<file path="src/design/spd_pkg.sv">
// ----------------------------------------------------------------------------
// Sensor packet deframer package
// Frame constants, result status codes and sensor type codes.
// ----------------------------------------------------------------------------
package spd_pkg;

  localparam logic [7:0] SYNC_BYTE  = 8'hAA;
  localparam logic [7:0] FRAME_LEN  = 8'd4;
  localparam logic [3:0] FRAME_SIZE = 4'd8;
  localparam logic [3:0] COUNT_MAX  = 4'd15;

  localparam logic [3:0] IDX_SYNC   = 4'd0;
  localparam logic [3:0] IDX_TYPE   = 4'd1;
  localparam logic [3:0] IDX_LEN    = 4'd2;
  localparam logic [3:0] IDX_DATA0  = 4'd3;
  localparam logic [3:0] IDX_DATA1  = 4'd4;
  localparam logic [3:0] IDX_DATA2  = 4'd5;
  localparam logic [3:0] IDX_DATA3  = 4'd6;

  typedef enum logic [2:0] {
    ST_OK        = 3'd0,
    ST_SHORT     = 3'd1,
    ST_BAD_HDR   = 3'd2,
    ST_BAD_LEN   = 3'd3,
    ST_BAD_SIZE  = 3'd4,
    ST_BAD_CSUM  = 3'd5
  } status_t;

  typedef enum logic [1:0] {
    TYPE_UNKNOWN  = 2'd0,
    TYPE_TEMP     = 2'd1,
    TYPE_PRESSURE = 2'd2,
    TYPE_HUMIDITY = 2'd3
  } sensor_type_t;

endpackage

</file>
<file path="src/design/spd_if.sv">
// ----------------------------------------------------------------------------
// Sensor packet deframer channels
// Byte channel and result channel, each with valid/ready handshake.
// ----------------------------------------------------------------------------
interface spd_byte_if;
  logic       valid;
  logic       ready;
  logic [7:0] data_byte;
  logic       is_last;

  modport source (output valid, output data_byte, output is_last, input ready);
  modport sink (input valid, input data_byte, input is_last, output ready);
endinterface

interface spd_result_if;
  logic        valid;
  logic        ready;
  logic [2:0]  status;
  logic [1:0]  sensor_type;
  logic [31:0] value_bits;

  modport source (output valid, output status, output sensor_type, output value_bits,
                  input ready);
  modport sink (input valid, input status, input sensor_type, input value_bits,
                output ready);
endinterface

</file>
<file path="src/design/sensor_packet_deframer_unit.sv">
// ----------------------------------------------------------------------------
// Sensor packet deframer
// Checks and decodes a sync-byte framed sensor packet received one byte
// per beat.
//
// The rx channel carries one byte per beat, with is_last marking the final
// byte of a buffer. The expected frame is the sync byte, a type byte, a
// length byte of four, four data bytes and an additive checksum.
// The result channel carries one beat per buffer, with a status, the
// sensor type and the raw little-endian data word; the type and word are
// zero when the status is not ok.
// A byte is taken every cycle but for the stall below. A buffer's result
// enters an output register when its last byte is taken and is held until it
// is taken. While a result waits and the receiver stalls, rx stays ready
// until another last byte would need that register.
// Reset clears the frame state and drops the result valid.
// ----------------------------------------------------------------------------
module sensor_packet_deframer_unit (
  input  logic         clk,
  input  logic         rst,
  spd_byte_if.sink     rx,
  spd_result_if.source result
);

  logic [3:0]  byte_count;
  logic [7:0]  running_sum;
  logic        header_bad;
  logic        length_bad;
  logic [1:0]  type_code;
  logic [31:0] data_word;

  logic        res_valid;
  logic [2:0]  res_status;
  logic [1:0]  res_type;
  logic [31:0] res_value;

  logic [3:0]  total;
  logic [31:0] data_word_next;
  logic [1:0]  type_code_next;
  logic        accept;
  spd_pkg::status_t status_next;

  assign rx.ready = !res_valid || result.ready || !rx.is_last;
  assign accept   = rx.valid && rx.ready;

  assign total = (byte_count == spd_pkg::COUNT_MAX) ? spd_pkg::COUNT_MAX
                                                    : byte_count + 4'd1;

  always_comb begin
    data_word_next = data_word;
    case (byte_count)
      spd_pkg::IDX_DATA0: data_word_next[7:0]   = rx.data_byte;
      spd_pkg::IDX_DATA1: data_word_next[15:8]  = rx.data_byte;
      spd_pkg::IDX_DATA2: data_word_next[23:16] = rx.data_byte;
      spd_pkg::IDX_DATA3: data_word_next[31:24] = rx.data_byte;
      default: data_word_next = data_word;
    endcase
  end

  always_comb begin
    if (rx.data_byte == 8'd1 || rx.data_byte == 8'd2 || rx.data_byte == 8'd3) begin
      type_code_next = rx.data_byte[1:0];
    end else begin
      type_code_next = spd_pkg::TYPE_UNKNOWN;
    end
  end

  always_comb begin
    if (total < spd_pkg::FRAME_SIZE) begin
      status_next = spd_pkg::ST_SHORT;
    end else if (header_bad) begin
      status_next = spd_pkg::ST_BAD_HDR;
    end else if (length_bad) begin
      status_next = spd_pkg::ST_BAD_LEN;
    end else if (total != spd_pkg::FRAME_SIZE) begin
      status_next = spd_pkg::ST_BAD_SIZE;
    end else if (rx.data_byte != running_sum) begin
      status_next = spd_pkg::ST_BAD_CSUM;
    end else begin
      status_next = spd_pkg::ST_OK;
    end
  end

  always_ff @(posedge clk) begin
    if (rst) begin
      byte_count  <= 4'd0;
      running_sum <= 8'd0;
      header_bad  <= 1'b0;
      length_bad  <= 1'b0;
      type_code   <= spd_pkg::TYPE_UNKNOWN;
      data_word   <= 32'd0;
    end else if (accept) begin
      if (rx.is_last) begin
        byte_count  <= 4'd0;
        running_sum <= 8'd0;
        header_bad  <= 1'b0;
        length_bad  <= 1'b0;
        type_code   <= spd_pkg::TYPE_UNKNOWN;
        data_word   <= 32'd0;
      end else begin
        byte_count  <= total;
        running_sum <= running_sum + rx.data_byte;
        data_word   <= data_word_next;
        if (byte_count == spd_pkg::IDX_SYNC && rx.data_byte != spd_pkg::SYNC_BYTE) begin
          header_bad <= 1'b1;
        end
        if (byte_count == spd_pkg::IDX_TYPE) begin
          type_code <= type_code_next;
        end
        if (byte_count == spd_pkg::IDX_LEN && rx.data_byte != spd_pkg::FRAME_LEN) begin
          length_bad <= 1'b1;
        end
      end
    end
  end

  always_ff @(posedge clk) begin
    if (rst) begin
      res_valid <= 1'b0;
    end else if (accept && rx.is_last) begin
      res_valid <= 1'b1;
    end else if (result.ready) begin
      res_valid <= 1'b0;
    end
  end

  always_ff @(posedge clk) begin
    if (accept && rx.is_last) begin
      res_status <= status_next;
      if (status_next == spd_pkg::ST_OK) begin
        res_type  <= type_code;
        res_value <= data_word;
      end else begin
        res_type  <= spd_pkg::TYPE_UNKNOWN;
        res_value <= 32'd0;
      end
    end
  end

  assign result.valid       = res_valid;
  assign result.status      = res_status;
  assign result.sensor_type = res_type;
  assign result.value_bits  = res_value;

endmodule

</file>
<file path="src/flat_wrapper.sv">
// flat-port wrapper written by rule: the top's interface ports become plain ports
module sensor_packet_deframer_unit_flat 
  (clk, rst, rx_valid, rx_data_byte, rx_is_last, rx_ready, result_valid, result_status, result_sensor_type, result_value_bits, result_ready);
  spd_byte_if rx_i ();
  spd_result_if result_i ();
  input  logic clk;
  input  logic rst;
  input wire logic [$bits(rx_i.valid)-1:0] rx_valid;
  input wire logic [$bits(rx_i.data_byte)-1:0] rx_data_byte;
  input wire logic [$bits(rx_i.is_last)-1:0] rx_is_last;
  output wire logic [$bits(rx_i.ready)-1:0] rx_ready;
  output wire logic [$bits(result_i.valid)-1:0] result_valid;
  output wire logic [$bits(result_i.status)-1:0] result_status;
  output wire logic [$bits(result_i.sensor_type)-1:0] result_sensor_type;
  output wire logic [$bits(result_i.value_bits)-1:0] result_value_bits;
  input wire logic [$bits(result_i.ready)-1:0] result_ready;
  assign rx_i.valid = rx_valid;
  assign rx_i.data_byte = rx_data_byte;
  assign rx_i.is_last = rx_is_last;
  assign rx_ready = rx_i.ready;
  assign result_valid = result_i.valid;
  assign result_status = result_i.status;
  assign result_sensor_type = result_i.sensor_type;
  assign result_value_bits = result_i.value_bits;
  assign result_i.ready = result_ready;
  sensor_packet_deframer_unit u_core (.clk(clk), .rst(rst), .rx(rx_i), .result(result_i));
endmodule
</file>
<file path="config.mk">
export PLATFORM = sky130hd
export DESIGN_NAME = sensor_packet_deframer_unit_flat
export DESIGN_NICKNAME = d
export VERILOG_FILES = /design/src/design/spd_pkg.sv /design/src/design/spd_if.sv /design/src/design/sensor_packet_deframer_unit.sv /design/src/flat_wrapper.sv
export SDC_FILE = /design/constraint.sdc
export NUM_CORES = 1
export LEC_CHECK = 0
export BUFFER_PORTS_ARGS = -buffer_cell sky130_fd_sc_hd__clkbuf_2
export CAP_MARGIN = 20
export CORE_AREA = 4 4 104 106
export DETAILED_ROUTE_END_ITERATION = 12
export DIE_AREA = 0 0 108 110
export GPL_TIMING_DRIVEN = 0
export PLACE_DENSITY = 0.69
export SYNTH_ARGS = -nofsm -noshare
export SYNTH_HDL_FRONTEND = slang
export SYNTH_SLANG_ARGS = --single-unit
</file>
<file path="constraint.sdc">
create_clock -name clk -period 3.1 [get_ports clk]
set_input_delay 0.31 -clock clk [delete_from_list [all_inputs] [get_ports clk]]
set_output_delay 0.31 -clock clk [all_outputs]
set_load 0.01 [all_outputs]
</file>
==> run_results.csv, run 1 <==
group,metric,value,unit
floorplanning,initial_core_util,40.0,%
logic_synthesis,yosys-top-cells-area,"sky130_fd_sc_hd__edfxtp_1 28%, sky130_fd_sc_hd__dfxtp_1 25%, sky130_fd_sc_hd__a21oi_1 6.8%",
logic_synthesis,synthesis.nets,413,
floorplanning,dieHeight,110,um
logic_synthesis,synth_area_leader_cell,"sky130_fd_sc_hd__edfxtp_1",
clocking,clock_latency,0.36,ns
timing,final-hold-violation-count,0,
logic_synthesis,synth-seq-cells,86,
timing,worstMarginPinSlew,0.573,ns
logic_synthesis,total_number_of_yosys_warnings,0,
clocking,cts_repair_resized_insts,0,
finish,finish.instance_area,4560,um2
timing,setup_viol,0,
timing,max_slew_margin,61.8,%
placement,routabilityCongestion,0.880,
clocking,cts_made_buffers,9,
finish,layout.core_utilization,46.6,%
power,clock_power_share,38.6,%
detailed_routing,post-route-drc-count,0,
global_route,grt_use_total,15.4,%
clocking,clock_input_transition_at_the_sequential_cells_of_the_worst_setup_and_hold_paths,0.10,ns
detailed_routing,viasPerCell,5.24,
power,fraction_of_power_consumed_by_sequential_logic,53.6,%
clocking,clock_sink_count,86,
timing,setup_tns,0,ns
detailed_routing,via_count,3073,
finish,drive_gt1_share,23.6,%
timing,grt_setup_unrepaired,"no",
detailed_routing,routed_wl,8720,um
logic_synthesis,yosysMostFrequentCell,"sky130_fd_sc_hd__a21oi_1",
finish,area_growth_syn_to_layout,16.6,%
placement,placement.io_buffers,49,
power,totalPowerFinal,2.26,mW
min_path,hold_class,"in2reg",
clocking,postCtsSetupBuffers,0,
finish,multi_input_comb_area,1700,um2
clocking,cts_tree,"yes",
logic_synthesis,synth.cell_area,3910,um2
clocking,clock_tree.htree_level_count,3,
timing,timing_max_transition_violations_final,0,
worst_setup_path,cp_max_stage_cell,"sky130_fd_sc_hd__nor4b_4",
timing,final_critical_delay_including_setup_and_external_delays,2.50,ns
worst_setup_path,crit_chain,"ha_1 -> or3b_1 -> a211o_1 -> nor4b_4 -> clkbuf_2 -> and2_1",
placement,detailedPlacementHpwl,6380,um
detailed_routing,ant_nets,0,
finish,diodes,0,
global_route,maximum_number_of_pins_on_one_net_before_global_route_repair,29,
power,p_leak,1.65,nW
power,power_density,496,nW/um2
worst_setup_path,worstSetupPathType,"reg2reg",
finish,sequential_cell_area,2090,um2
logic_synthesis,netlist.area_leader.share,28.4,%
worst_setup_path,critical_path.endpoint_type,"flip-flop",
detailed_routing,route.detailed.wl_per_inst,14.9,um
finish,fillers,965,
logic_synthesis,synth_enable_flop_cells,37,
floorplanning,fp.coreArea,9770,um2
power,vdd_ir_drop_max,0.172,mV
logic_synthesis,ys_seq_area_share,53.5,%
logic_synthesis,post_synth_num_cell_types,46,
power,power_report.internal_total,1.72,mW
logic_synthesis,synth_commonest_cells,"53 x sky130_fd_sc_hd__a21oi_1, 49 x sky130_fd_sc_hd__dfxtp_1, 38 x sky130_fd_sc_hd__nand3_1, 37 x sky130_fd_sc_hd__edfxtp_1",
timing,maxClockFrequency,0.401,GHz
clocking,holdBufCountCts,0,
global_route,grt_pass1_vias,2927,
global_route,grt_remaining_overflow,0,
logic_synthesis,post_synthesis_cell_count,388,
worst_setup_path,timing.critical_path.from_type,"flip-flop",
run_status,status,"completed",
detailed_routing,detailedRoute.firstPassIterationCount,6,
worst_setup_path,crit_required,3.32,ns
worst_setup_path,path_max_fanout,10,
placement,placedInstanceArea,4340,um2
power,switching_share,24.0,%
floorplanning,floorplan.die_area,11900,um2
floorplanning,placementRows,36,
flow_run,maxCapViolations,0,
clocking,ctsRootBufferMaster,"sky130_fd_sc_hd__clkbuf_8",
power,power_dissipated_by_switching_net_loads,0.544,mW
detailed_routing,drt_first_iter_violations,180,
timing,final_min_period_over_clock_period,80.5,%
logic_synthesis,postSynth.topFlopCell,"sky130_fd_sc_hd__dfxtp_1",
global_route,grt_antenna_before_repair,0,
floorplanning,fp.dieW,108,um
worst_setup_path,cp_data_arrival_time,2.72,ns
worst_setup_path,slowest_delay,0.50,ns
power,comb_power_share,7.8,%
timing,timing.clock.skew,0.0149,ns
floorplanning,boundaryPins,52,
finish,layout.nets,474,
logic_synthesis,async_flop_share,0,%
logic_synthesis,syn-mean-instance-area,10.1,um2
clocking,clk_path_buf_depth,2,
global_route,wire_length_of_the_first_global_routing_pass,14200,um
[cells by family (layout without fill, tap and decap cells)]
| logic type | count (synthesis) | in the layout | synth area share (%) |
|---|---|---|---|
| muxes | 1 | 1 | 0.256 |
| adders and majority gates | 12 | 12 | 4.03 |
| and+or+nand+nor | 184 | 184 | 27.7 |
| AOI/OAI and AO/OA | 74 | 74 | 11.1 |
| xor gates and xnor gates | 2 | 2 | 0.448 |
| buffers and inverters | 29 | 95 | 2.94 |
| DFF | 86 | 86 | 53.5 |
[cells in the final DEF (no fill, tap or decap), types with 4 or more instances in the layout]
cell type                  instances
sky130_fd_sc_hd__inv_1             5
sky130_fd_sc_hd__nand2_1          15
sky130_fd_sc_hd__edfxtp_1         37
sky130_fd_sc_hd__clkbuf_1         16
sky130_fd_sc_hd__nand2b_1          8
sky130_fd_sc_hd__nor2b_1           4
sky130_fd_sc_hd__or2_2            34
sky130_fd_sc_hd__ha_1             11
sky130_fd_sc_hd__nor3_1            5
sky130_fd_sc_hd__clkbuf_8          9
sky130_fd_sc_hd__nand3b_1          6
sky130_fd_sc_hd__nand3_1          38
sky130_fd_sc_hd__nor2_1           12
sky130_fd_sc_hd__nand4_1           9
sky130_fd_sc_hd__a211o_1           5
sky130_fd_sc_hd__dfxtp_1          49
sky130_fd_sc_hd__clkbuf_2         52
sky130_fd_sc_hd__and2_1           34
sky130_fd_sc_hd__a21oi_1          53
[through the flow]
| step | hold slack, ns | setup slack [ns] | cells |
|---|---|---|---|
| after floorplan | 0.427 | 0.981 | 388 |
| after global placement | 0.448 | 0.480 | 570 |
| after detailed placement | 0.456 | 0.540 | 571 |
| after CTS | 0.279 | 0.596 | 587 |
| after global routing | 0.313 | 0.418 | 587 |
| final | 0.284 | 0.604 | 587 |
[power groups by stage]
stage,registers (mW),logic [mW],clock network (mW)
floorplan,1.25,0.0991,0
global placement,1.24,0.169,0
detailed placement,1.24,0.175,0
CTS,1.21,0.176,0.884
global route,1.22,0.195,0.934
finish,1.21,0.176,0.873
[per-layer routing]
| metal | wire length (um) | vias up | track usage [%] |
|---|---|---|---|
| met5 | 0 | - | 0 |
| met4 | 138 | 0 | 5.59 |
| met3 | 470 | 14 | 3.73 |
| met2 | 4250 | 90 | 25.5 |
| met1 | 3860 | 1457 | 19.6 |
| li1 | - | 1512 | - |
[final timing paths]
check,from,endpoint,cells after the start,slack [ns]
setup / recovery,u_core.byte_count[0]$_SDFFE_PP0P_,u_core.result.value_bits[24]$_SDFFCE_PP0P_,6,0.60
hold / removal,result_ready,u_core.result.valid$_SDFFE_PP0P_,4,0.28
setup reg to reg,u_core.byte_count[0]$_SDFFE_PP0P_,u_core.result.value_bits[24]$_SDFFCE_PP0P_,6,0.60
hold reg to reg,u_core.running_sum[0]$_SDFFE_PP0P_,u_core.running_sum[0]$_SDFFE_PP0P_,2,0.47
[state kept, by name, summed over array words and instances, names as in the netlist]
register and count:
u_core.byte_count 4, u_core.data_word 32, u_core.header_bad 1, u_core.length_bad 1, u_core.result.sensor_type 2, u_core.result.status 3, u_core.result.valid 1, u_core.result.value_bits 32
u_core.running_sum 8, u_core.type_code 2
[critical path: cells and delay by family (launching register included)]
| family | cells | cell delay (ns) |
|---|---|---|
| AOI/OAI and AO/OA | 1 | 0.32 |
| adders and majority gates | 1 | 0.32 |
| buffers and inverters | 1 | 0.27 |
| DFF | 1 | 0.38 |
| and+or+nand+nor | 3 | 1.06 |
[area by class of cell]
class	count	share of cell area (%)
clock inverter	7	2.09
sequential	86	45.9
tap	133	3.65
clock buffer	9	2.72
inverter	5	0.412
timing repair buffer	50	5.82
multi-input combinational	273	37.3
buffer	24	2.11
(Power assumes the default switching activity.)
==> inputs of run 2 (changes only) <==
- PLACE_DENSITY: 0.69 -> 0.71
- clock period: 3.1 -> 2.1 ns (I/O delays scaled with it)
==> run 2 against run 1 <==
Clock skew down 0.0025 ns. Count of clock-buffer cells in the layout unchanged. Critical path depth up 1. Combinational power up 61%. Utilization up 2.1 points. Sequential cell count unchanged. Die area unchanged. Maximum frequency up 20%. Wire length up 3.0%. Sequential share of layout area down 1.8 points. Critical endpoint is now u_core.result.value_bits[31]$_SDFFCE_PP0P_. Largest power group unchanged. Highest routed layer unchanged.
==> run_results.csv, run 2 (synthesized netlist as in run 1, its figures left out) <==
group,metric,value,unit
run_status,status,"completed",
min_path,hold_class,"in2reg",
worst_setup_path,path_delay_family,"simple AND/OR/NAND/NOR gates",
finish,drive_gt1_share,28.5,%
timing,timing.clock.skew,0.0124,ns
timing,holdWs,0.185,ns
global_route,wire_length_of_the_first_global_routing_pass,14200,um
floorplanning,floorplan.die_area,11900,um2
clocking,cts_tree,"yes",
power,power_density,712,nW/um2
global_route,grt_use_total,15.4,%
floorplanning,dieHeight,110,um
detailed_routing,ant_nets,0,
finish,area_growth_syn_to_layout,21.8,%
flow_run,maxCapViolations,0,
worst_setup_path,crit_required,2.33,ns
timing,maxClockFrequency,0.483,GHz
clocking,clock_latency,0.36,ns
timing,setup_tns,0,ns
timing,setup_viol,0,
timing,grt_setup_unrepaired,"yes",
global_route,grt_remaining_overflow,0,
detailed_routing,route.detailed.wl_per_inst,15.0,um
timing,timing_max_transition_violations_final,0,
timing,final_min_period_over_clock_period,98.6,%
finish,layout.nets,486,
clocking,cts_made_buffers,9,
floorplanning,fp.dieW,108,um
detailed_routing,viasPerCell,5.18,
finish,multi_input_comb_area,1750,um2
floorplanning,initial_core_util,40.0,%
worst_setup_path,crit_chain,"ha_4 -> or3b_4 -> a211o_1 -> nor4b_4 -> buf_6 -> clkbuf_8 -> and2_1",
clocking,clock_input_transition_at_the_sequential_cells_of_the_worst_setup_and_hold_paths,0.10,ns
power,vdd_ir_drop_max,0.387,mV
global_route,grt_antenna_before_repair,0,
clocking,clock_sink_count,86,
placement,detailedPlacementHpwl,6300,um
worst_setup_path,reg2reg_slack,0.03,ns
timing,worstMarginPinSlew,0.570,ns
finish,final_common_cell,"sky130_fd_sc_hd__a21oi_1",
power,p_leak,1.72,nW
clocking,ctsRootBufferMaster,"sky130_fd_sc_hd__clkbuf_8",
finish,fillers,911,
placement,routabilityCongestion,0.882,
detailed_routing,routed_wl,8980,um
worst_setup_path,path_max_fanout,10,
global_route,maximum_number_of_pins_on_one_net_before_global_route_repair,29,
detailed_routing,drt_first_iter_violations,218,
worst_setup_path,cp_data_arrival_time,2.30,ns
detailed_routing,via_count,3101,
floorplanning,placementRows,36,
timing,final-hold-violation-count,0,
worst_setup_path,timing.critical_path.from_type,"flip-flop",
detailed_routing,post-route-drc-count,0,
detailed_routing,detailedRoute.firstPassIterationCount,4,
floorplanning,boundaryPins,52,
timing,final_critical_delay_including_setup_and_external_delays,2.07,ns
worst_setup_path,number_of_buffers_and_inverters_on_the_critical_path,2,
finish,sequential_cell_area,2100,um2
finish,mostFrequentLayoutCells,"53 x sky130_fd_sc_hd__a21oi_1, 50 x sky130_fd_sc_hd__clkbuf_2, 47 x sky130_fd_sc_hd__dfxtp_1",
power,totalPowerFinal,3.39,mW
clocking,clock_tree.htree_level_count,3,
timing,max_slew_margin,60.9,%
global_route,grt_pass1_vias,2989,
floorplanning,fp.coreArea,9770,um2
clocking,clk_path_buf_depth,2,
finish,diodes,0,
worst_setup_path,worstSetupPathType,"reg2reg",
worst_setup_path,slowest_delay,0.37,ns
placement,placement.io_buffers,49,
worst_setup_path,critical_path.endpoint_type,"flip-flop",
worst_setup_path,cp_max_stage_cell,"sky130_fd_sc_hd__dfxtp_4",
## run 2: routing by layer
metal | up-vias | part of all wire [%] | track usage, %
met3 | 12 | 6.2 | 3.73
met1 | 1462 | 44 | 19.4
li1 | 1530 | - | -
met5 | - | 0 | 0
met2 | 97 | 49 | 26.0
met4 | 0 | 1.2 | 5.41
## run 2: worst register-to-register path, delay by kind of cell (launching register included)
kind / cells / cell delay (ns)
flip-flops: 1 / 0.37
adder cells (fa/ha/maj): 1 / 0.15
AND/OR/NAND/NOR: 3 / 0.79
AO/OA/AOI/OAI: 1 / 0.31
buffers and inverters: 2 / 0.33
## run 2: layout make-up
cell class / instances / area share, %
Timing Repair Buffer: 63 / 7.81
Buffer: 23 / 2.55
Sequential cell: 86 / 44.1
Multi-Input combinational cell: 273 / 36.7
Clock buffer: 9 / 2.60
Inverter: 5 / 0.552
Clock inverter: 7 / 2.18
Tap cell: 133 / 3.50
## run 2: metrics by stage
step                setup WS (ns)  util, %  std cells  cell area [um2]
finish                     0.0288     48.7        599             4760
global route              -0.0402     48.7        599             4760
CTS                       -0.0103     47.9        594             4680
detailed placement         -0.356     44.5        571             4350
global placement           -0.370     44.2        570             4320
floorplan                  0.0175        -        388             3910
## run 2: path summary, 6_finish.rpt
kind / depth (start not counted) / from / endpoint
setup / recovery: 7 / u_core.byte_count[0]$_SDFFE_PP0P_ / u_core.result.value_bits[31]$_SDFFCE_PP0P_
hold / removal: 4 / result_ready / u_core.result.valid$_SDFFE_PP0P_
setup reg to reg: 7 / u_core.byte_count[0]$_SDFFE_PP0P_ / u_core.result.value_bits[31]$_SDFFCE_PP0P_
hold reg to reg: 2 / u_core.running_sum[0]$_SDFFE_PP0P_ / u_core.running_sum[0]$_SDFFE_PP0P_
## run 2: report_power, final
part	leakage, nW	internal, mW	switching, mW
Clock	0.108	0.686	0.629
Sequential	0.750	1.77	0.0172
Combinational	0.860	0.102	0.181
## run 2: timing repair
action / in CTS / in global routing
pin swaps: 3 / 4
buffers inserted: 5 / 5
hold buffers: 0 / 0
resized for setup: 14 / 13
setup endpoints to repair: 34 / 59
gates cloned: 2 / 1
==> inputs of run 3 (changes only) <==
- CORE_AREA: 4 4 104 106 -> 5 5 93 95
- DIE_AREA: 0 0 108 110 -> 0 0 98 100
- PLACE_DENSITY: 0.71 -> 0.86
- REMOVE_ABC_BUFFERS: default -> 1
==> run 3 against run 2 <==
Combinational power fell by 4%. Critical path depth down 1. Global-route usage grew 1.8 points. Sequential cell count stayed put. Clock skew is 0.0077 ns lower. Sequential share of layout area rose by 1.1 points. Via count decreased by 0.58%. Critical endpoint is now u_core.result.value_bits[4]$_SDFFCE_PP0P_. Largest power group unchanged.
==> run_results.csv, run 3 (synthesized netlist as in run 1, its figures left out) <==
group,metric,value,unit
run_status,status,"completed",
worst_setup_path,crit-reg2reg-capture,"u_core.result.value_bits[4]$_SDFFCE_PP0P_",
detailed_routing,routed_wl,8400,um
timing,max_slew_margin,28.4,%
detailed_routing,post-route-drc-count,0,
timing,final_critical_delay_including_setup_and_external_delays,2.10,ns
clocking,holdBufCountCts,0,
worst_setup_path,path_max_fanout,8,
placement,placement.io_buffers,51,
worst_setup_path,crit_required,2.33,ns
worst_setup_path,rr_worst_depth,6,
finish,area_growth_syn_to_layout,18.9,%
clocking,clk_path_buf_depth,2,
min_path,hold_depth,4,
floorplanning,boundaryPins,52,
min_path,hold_class,"in2reg",
placement,routabilityCongestion,0.897,
detailed_routing,ant_nets,0,
global_route,grt_antenna_before_repair,0,
timing,setup_viol,0,
finish,sequential_cell_area,2100,um2
min_path,hold_path.startpoint,"result_ready",
clocking,cts_tree,"yes",
detailed_routing,via_count,3083,
finish,fillers,606,
worst_setup_path,worstSetupPathType,"reg2reg",
detailed_routing,viasPerCell,5.62,
worst_setup_path,cp_data_arrival_time,2.33,ns
finish,mostFrequentLayoutCells,"53 x sky130_fd_sc_hd__a21oi_1, 51 x sky130_fd_sc_hd__clkbuf_2, 46 x sky130_fd_sc_hd__dfxtp_1",
finish,layout.core_utilization,60.8,%
power,vdd_ir_drop_max,0.329,mV
clocking,cts_made_buffers,9,
floorplanning,dieHeight,100,um
global_route,grt_use_total,17.2,%
timing,grt_setup_unrepaired,"yes",
floorplanning,fp.coreArea,7650,um2
timing,timing.clock.skew,0.00470,ns
placement,detailedPlacementHpwl,5130,um
clocking,clock_tree.htree_level_count,3,
floorplanning,floorplan.die_area,9800,um2
placement,numPlacedInstances,518,
global_route,maximum_number_of_pins_on_one_net_before_global_route_repair,54,
power,totalPowerFinal,3.21,mW
detailed_routing,drt_first_iter_violations,181,
finish,layout.nets,467,
finish,instances_no_fill,549,
floorplanning,placementRows,32,
finish,final_common_cell,"sky130_fd_sc_hd__a21oi_1",
flow_run,maxCapViolations,0,
worst_setup_path,reg2reg_slack,0.005,ns
global_route,grt_pass1_vias,2930,
clocking,clock_latency,0.36,ns
timing,worstMarginPinSlew,1.07,ns
finish,drive_gt1_share,29.3,%
finish,diodes,0,
worst_setup_path,worst_r2r_startpoint,"u_core.byte_count[1]$_SDFFE_PP0P_",
timing,final_min_period_over_clock_period,99.8,%
global_route,grt_remaining_overflow,0,
detailed_routing,detailedRoute.firstPassIterationCount,5,
finish,multi_input_comb_area,1790,um2
global_route,wire_length_of_the_first_global_routing_pass,13900,um
timing,timing_max_transition_violations_final,0,
floorplanning,initial_core_util,51.1,%
min_path,holdPathEnd,"u_core.result.valid$_SDFFE_PP0P_",
clocking,clock_sink_count,86,
timing,maxClockFrequency,0.477,GHz
clocking,ctsRootBufferMaster,"sky130_fd_sc_hd__clkbuf_8",
floorplanning,fp.dieW,98,um
power,power_density,692,nW/um2
detailed_routing,route.detailed.wl_per_inst,15.3,um
timing,final-hold-violation-count,0,
power,p_leak,1.69,nW
worst_setup_path,timing.critical_path.from_type,"flip-flop",
worst_setup_path,critical_path.endpoint_type,"flip-flop",
clocking,clock_input_transition_at_the_sequential_cells_of_the_worst_setup_and_hold_paths,0.08,ns
## run 3: worst max path at each step
stage / endpoint / slack, ns / cells after the start / startpoint
after CTS: u_core.result.value_bits[23]$_SDFFCE_PP0P_ / -0.008 / 6 / u_core.byte_count[0]$_SDFFE_PP0P_
final: u_core.result.value_bits[4]$_SDFFCE_PP0P_ / 0.005 / 6 / u_core.byte_count[1]$_SDFFE_PP0P_
after detailed placement: u_core.result.value_bits[14]$_SDFFCE_PP0P_ / -0.63 / 5 / u_core.byte_count[0]$_SDFFE_PP0P_
after floorplan: u_core.result.sensor_type[0]$_SDFFCE_PP0P_ / -0.21 / 5 / u_core.byte_count[0]$_SDFFE_PP0P_
after global routing: u_core.result.value_bits[31]$_SDFFCE_PP0P_ / -0.06 / 6 / u_core.byte_count[1]$_SDFFE_PP0P_
after global placement: u_core.result.value_bits[24]$_SDFFCE_PP0P_ / -0.61 / 4 / rx_is_last
## run 3: critical path: stages, from the launching register on
cell,delay [ns]
sky130_fd_sc_hd__dfxtp_4,0.38
sky130_fd_sc_hd__ha_4,0.17
sky130_fd_sc_hd__or3b_4,0.38
sky130_fd_sc_hd__a211o_4,0.39
sky130_fd_sc_hd__nor4b_4,0.31
sky130_fd_sc_hd__buf_4,0.20
sky130_fd_sc_hd__and2_4,0.13
## run 3: per-stage QoR
step / setup WS (ns) / hold slack [ns] / TNS [ns] / cell area (um2)
2_1_floorplan: -0.211 / 0.279 / -10.87 / 3810
6_report: 0.00470 / 0.206 / 0 / 4650
3_5_place_dp: -0.633 / 0.440 / -34.58 / 4220
5_1_grt: -0.0641 / 0.239 / -1.10 / 4650
3_3_place_gp: -0.612 / 0.440 / -43.93 / 4200
4_1_cts: -0.00830 / 0.200 / -0.0283 / 4570
## run 3: report_power, final
part           leakage (nW)  internal, mW  switching (mW)
clock network        0.0976         0.554           0.599
logic                 0.842        0.0999           0.173
registers             0.751          1.77          0.0176
## run 3: area by class of cell
cell class	count	area share, %
clock buffer	9	2.67
clock inverter	7	1.56
inverter	5	0.485
multi-input combinational	274	38.4
sequential	86	45.2
tap	102	2.75
timing repair buffer	66	8.89
## run 3: per-layer routing
layer / track usage, % / vias up / wire (um)
met2: 29.0 / 109 / 4030
li1: - / 1497 / -
met5: 0 / - / 0
met4: 5.75 / 0 / 90
met1: 22.0 / 1468 / 3660
met3: 4.03 / 9 / 610
## run 3: what timing repair did
action,in CTS,in global routing
setup buffers,9,5
endpoints found under the setup margin,84,88
pin swaps,4,10
gates cloned,1,0
gates resized for setup,9,11
endpoints found under the hold margin,0,0
